`src/hdl/fea_table.sv`:
```
// Extent table memory: one write port, one read port with registered data.
// Entry = {offset, length, link}. No package dependency.
module fea_table #(
  parameter int MAX_EXTENTS = 64,
  parameter int EW = 71
) (
  input  logic                           clk,
  input  logic                           we,
  input  logic [$clog2(MAX_EXTENTS)-1:0] waddr,
  input  logic [EW-1:0]                  wdata,
  input  logic [$clog2(MAX_EXTENTS)-1:0] raddr,
  output logic [EW-1:0]                  rdata
);

  logic [EW-1:0] mem [MAX_EXTENTS];

  always_ff @(posedge clk) begin
    if (we) begin
      mem[waddr] <= wdata;
    end
    rdata <= mem[raddr];
  end

endmodule

```
`config.mk`:
```
export PLATFORM = sky130hd
export DESIGN_NAME = fea_table
export DESIGN_NICKNAME = d
export VERILOG_FILES = /design/src/hdl/fea_table.sv
export SDC_FILE = /design/constraint.sdc
export NUM_CORES = 2
export LEC_CHECK = 0
export BUFFER_PORTS_ARGS = -buffer_cell sky130_fd_sc_hd__buf_2
export CORE_ASPECT_RATIO = 0.5
export CORE_MARGIN = 10
export CORE_UTILIZATION = 35
export CTS_CLUSTER_DIAMETER = 100
export DETAILED_ROUTE_END_ITERATION = 12
export HOLD_SLACK_MARGIN = 0.12
export PLACE_DENSITY = 0.49
export SLEW_MARGIN = 20
export SYNTH_ARGS = -nofsm -noshare
export SYNTH_HDL_FRONTEND = slang
export SYNTH_MEMORY_MAX_BITS = 65536
export SYNTH_SLANG_ARGS = --single-unit
export TNS_END_PERCENT = 100
```
`constraint.sdc`:
```
create_clock -name clk -period 12.45 [get_ports clk]
set_clock_uncertainty 0.2 [all_clocks]
set_input_delay 2.49 -clock clk [delete_from_list [all_inputs] [get_ports clk]]
set_output_delay 2.49 -clock clk [all_outputs]
set_load 0.01 [all_outputs]
```
==> impl_results.md <==
* Instance count along the most critical hold path at 4
* Series of cell instances along the critical path: buf_12 > buf_12 > mux4_2 > o22ai_1 > nor2_1 > o211a_1
* CTS Sinks at 4615
* CP endpoint kind: flip-flop
* Number of enable flip-flop cells after synthesis at about 4500
* Combinational share of power at 4.7%
* Grt total ovfl at 0
* Maximum frequency from static timing analysis at roughly 0.18 GHz
* Reported net switching power at 6.92 mW
* Hold bufs inserted after CTS at 0
* Maximum VDD drop at about 130 uV
* Fin nets at ~7700
* Cell at the root of the clock tree: sky130_fd_sc_hd__clkbuf_16
* Placed wire-length estimate after detailed placement at slightly below 300 mm
* WS Path Type: in -> reg
* Maximum number of pins on one net before global-route repair at between 100 and 150
* Buffer levels on the longest clock path at 4
* Synthesized instance count at ~7000
* Portion of the post-synthesis area used by sequential elements at 79.8%
* Area inside the core boundary at between 400000 and 500000 um2
* Worst hold path endpoint: rdata[49]
* Antenna violations before repair at between 40 and 50
* Detail-routed net length per standard cell at approximately 36 um
* Pins Over Slew Limit at 0
* Max-cap viol count at 0
* Top cell type's share of synthesized area at about four fifths
* Reg power frac at between 50% and 60%
* Critical path's top delay family: compound AO/OA/AOI/OAI gates
* Reg2Reg Launch Point: mem[55][13]
* First element of the critical path: raddr[0]
* Total count of hold-check failures in the final report at 0
* Leading post-synthesis cells by cell area: sky130_fd_sc_hd__edfxtp_1 79%, sky130_fd_sc_hd__mux4_2 15%, sky130_fd_sc_hd__a22oi_1 1.2%
* Overall routing resource usage at around a fifth
* Total of endpoints with negative setup slack in the final report at 0
* Crit share post-route at between 40% and 50%
* Most instantiated cells after synthesis: 4544 x sky130_fd_sc_hd__edfxtp_1, 1136 x sky130_fd_sc_hd__mux4_2, 284 x sky130_fd_sc_hd__a22oi_1, 165 x sky130_fd_sc_hd__clkbuf_1, 152 x sky130_fd_sc_hd__buf_2
* Number of routed nets with antenna violations at 0
* Slew @ Worst Pin at 1210 ps
* FF-to-FF setup slack at a little under 10000 ps
* Reg clk slew, reported paths at about 60 ps
* Area of combinational cells with multiple inputs at 33500 um2
* Via count of the first global-routing pass at approximately 83000
* Required time worst endpoint at ~13000 ps
* Post-cts sizing count at 0
* Layout cell share with drive strength beyond 1 at roughly 28%
* Count of pins on the block boundary at about 160
* Level count of the clock H-tree at 5
* Path depth of the worst reg2reg path at 4
* Predominant post-synthesis flop cell: sky130_fd_sc_hd__edfxtp_1
* Vertical extent of the die at slightly above 500 um
* First-pass GRT wire length at between 700 and 800 mm
* Internal power at 25.1 mW
* Switching fraction of total power at a little over a fifth
* Arrival time of the worst setup path at roughly 6100 ps
* Clock latency on the worst-skew pair at 960 ps
* Worst Path Max Fanout at 99
* Number of vias per cell at roughly 5.7
* Final critical path time including I/O delays and setup at roughly 5500 ps
* Headroom to the max-slew limit at a little under a fifth
* Cell taking the most area after synthesis: sky130_fd_sc_hd__edfxtp_1
* Number of distinct library cells after synthesis at 30
* Worst stage delay on the critical path at about 800 ps
* CTS tree: built
* Max stage delay cell, worst path: sky130_fd_sc_hd__o22ai_1
* Post-synthesis average cell area at approximately 24 um2
* Critical path buffers and inverters at 2
* Setup repair after global routing missed its margin: no
* Post-Synthesis Net Count at between 7000 and 8000
* Flip-flop and latch count after synthesis at approximately 4600
* Setup fix buffers added after clock tree synthesis at 0
* Kind of start point of the critical path: primary input
* DRC marker count from the first detailed-route iteration at about 10000
* Clock buffer count from CTS at about 430
* Die Wd at 1.01 mm
* Reg-to-reg critical path endpoint: rdata[13]
* Clk network pwr share at slightly above 40%
* Worst hold start: mem[4][49]
* Cell area after synthesis at around 170000 um2
* Share of synthesized registers carrying an async set or reset at 0%
* Most used cell along the critical path: sky130_fd_sc_hd__buf_12
* Design Power at about 32 mW
* Starting Density at a little over a third
* Count of port buffers added during placement at 155
* Type of the most critical hold path: reg -> reg
* Fill count at 43000
* Drc violations at 0
* Weighted congestion reported at the end of routability-driven placement at about 0.75
* Result of the run: finished clean
* Number of warnings printed during yosys synthesis at 0
* Most numerous cell in the Yosys netlist: sky130_fd_sc_hd__edfxtp_1
* Number of search-and-repair iterations in the first detailed-routing pass at 6
* Layout area overhead at 13.9%
* Aggregate negative setup slack at 0 ps
* Std cell rows at ~180
* Pwr per Cell Area at between 150 and 200 nW/um2
* Register cell area after layout at ~140000 um2
* DIE AREA at between 500000 and 600000 um2
* Routed Wire Length at 523 mm
* Leakage at around 60 nW
* Worst hold slack after final layout at roughly 630 ps
* Overall via count from detail_route at 82700
## power groups by stage
stage / logic [mW] / registers, mW / clock network, mW
after floorplan: 0.790 / 17.6 / 0
final: 1.52 / 17.3 / 13.3
after detailed placement: 1.55 / 17.6 / 0
after global routing: 1.62 / 17.3 / 14.1
after global placement: 1.54 / 17.6 / 0
after CTS: 1.55 / 17.3 / 13.5
## sequential cells by signal (all words and copies together), names as in the netlist
| name | count |
|---|---|
| mem | 4544 |
| rdata | 71 |
## cell type report
class / instances / area share (%)
sequential: 4615 / 70.0
multi-input combinational: 2178 / 17.0
clock buffer: 558 / 5.91
tap: 6532 / 4.15
timing repair buffer: 429 / 1.70
clock inverter: 232 / 1.13
antenna: 18 / 0.0229
## worst reg2reg max path: stages (launching register included)
cell and delay [ps]:
sky130_fd_sc_hd__edfxtp_1 370, sky130_fd_sc_hd__mux4_2 640, sky130_fd_sc_hd__o22ai_1 820, sky130_fd_sc_hd__nor2_1 270, sky130_fd_sc_hd__o211a_1 290
## routing by layer
metal	up-vias	GRT usage [%]	share of wire [%]
met4	2	4.20	2.3
met2	2917	31.7	48
li1	32300	-	-
met5	-	0	0.0025
met1	46900	28.3	44
met3	614	2.69	6.1
## logic make-up after synthesis
logic type | count (synthesis) | share of synthesized area (%)
flops | 4615 | 79.8
mux | 1250 | 15.5
compound gates | 617 | 2.72
buf+inv | 414 | 1.13
simple gates | 311 | 0.881
## worst max path at each step
stage | end | depth (start not counted) | slack, ps
2_1_floorplan | mem[48][0] | 4 | 3830
3_3_place_gp | mem[1][48] | 6 | 5950
3_5_place_dp | rdata[13] | 6 | 6020
4_1_cts | rdata[7] | 7 | 7060
5_1_grt | rdata[58] | 8 | 6830
6_report | rdata[13] | 6 | 6970
## cell usage in the layout (no fill, tap or decap), drive strengths merged
cell / n
edfxtp: 4544
mux4: 1136
clkbuf: 558
buf: 429
a22oi: 284
clkinv: 180
o22ai: 141
nand3: 125
nor2: 116
mux2i: 114
o211a: 71
dfxtp: 71
a211oi: 70
o221ai: 50
bufinv: 40
nand3b: 27
diode: 18
nor2b: 9
nand2b: 9
nand2: 8
clkinvlp: 6
inv: 6
or3b: 4
or3: 3
and2: 3
nor3: 2
nand4: 2
or2: 2
nand4b: 1
a221oi: 1
## stage by stage
step	setup WS, ps	cell area, um2	std cells	utilization, %
after global routing	6830	197000	14600	40.0
after global placement	5950	183000	13700	37.2
after CTS	7060	197000	14500	40.0
after floorplan	3830	173000	7207	-
final	6970	197000	14600	40.0
after detailed placement	6020	183000	13800	37.2
Note: power is estimated with default switching activity, not from simulation.
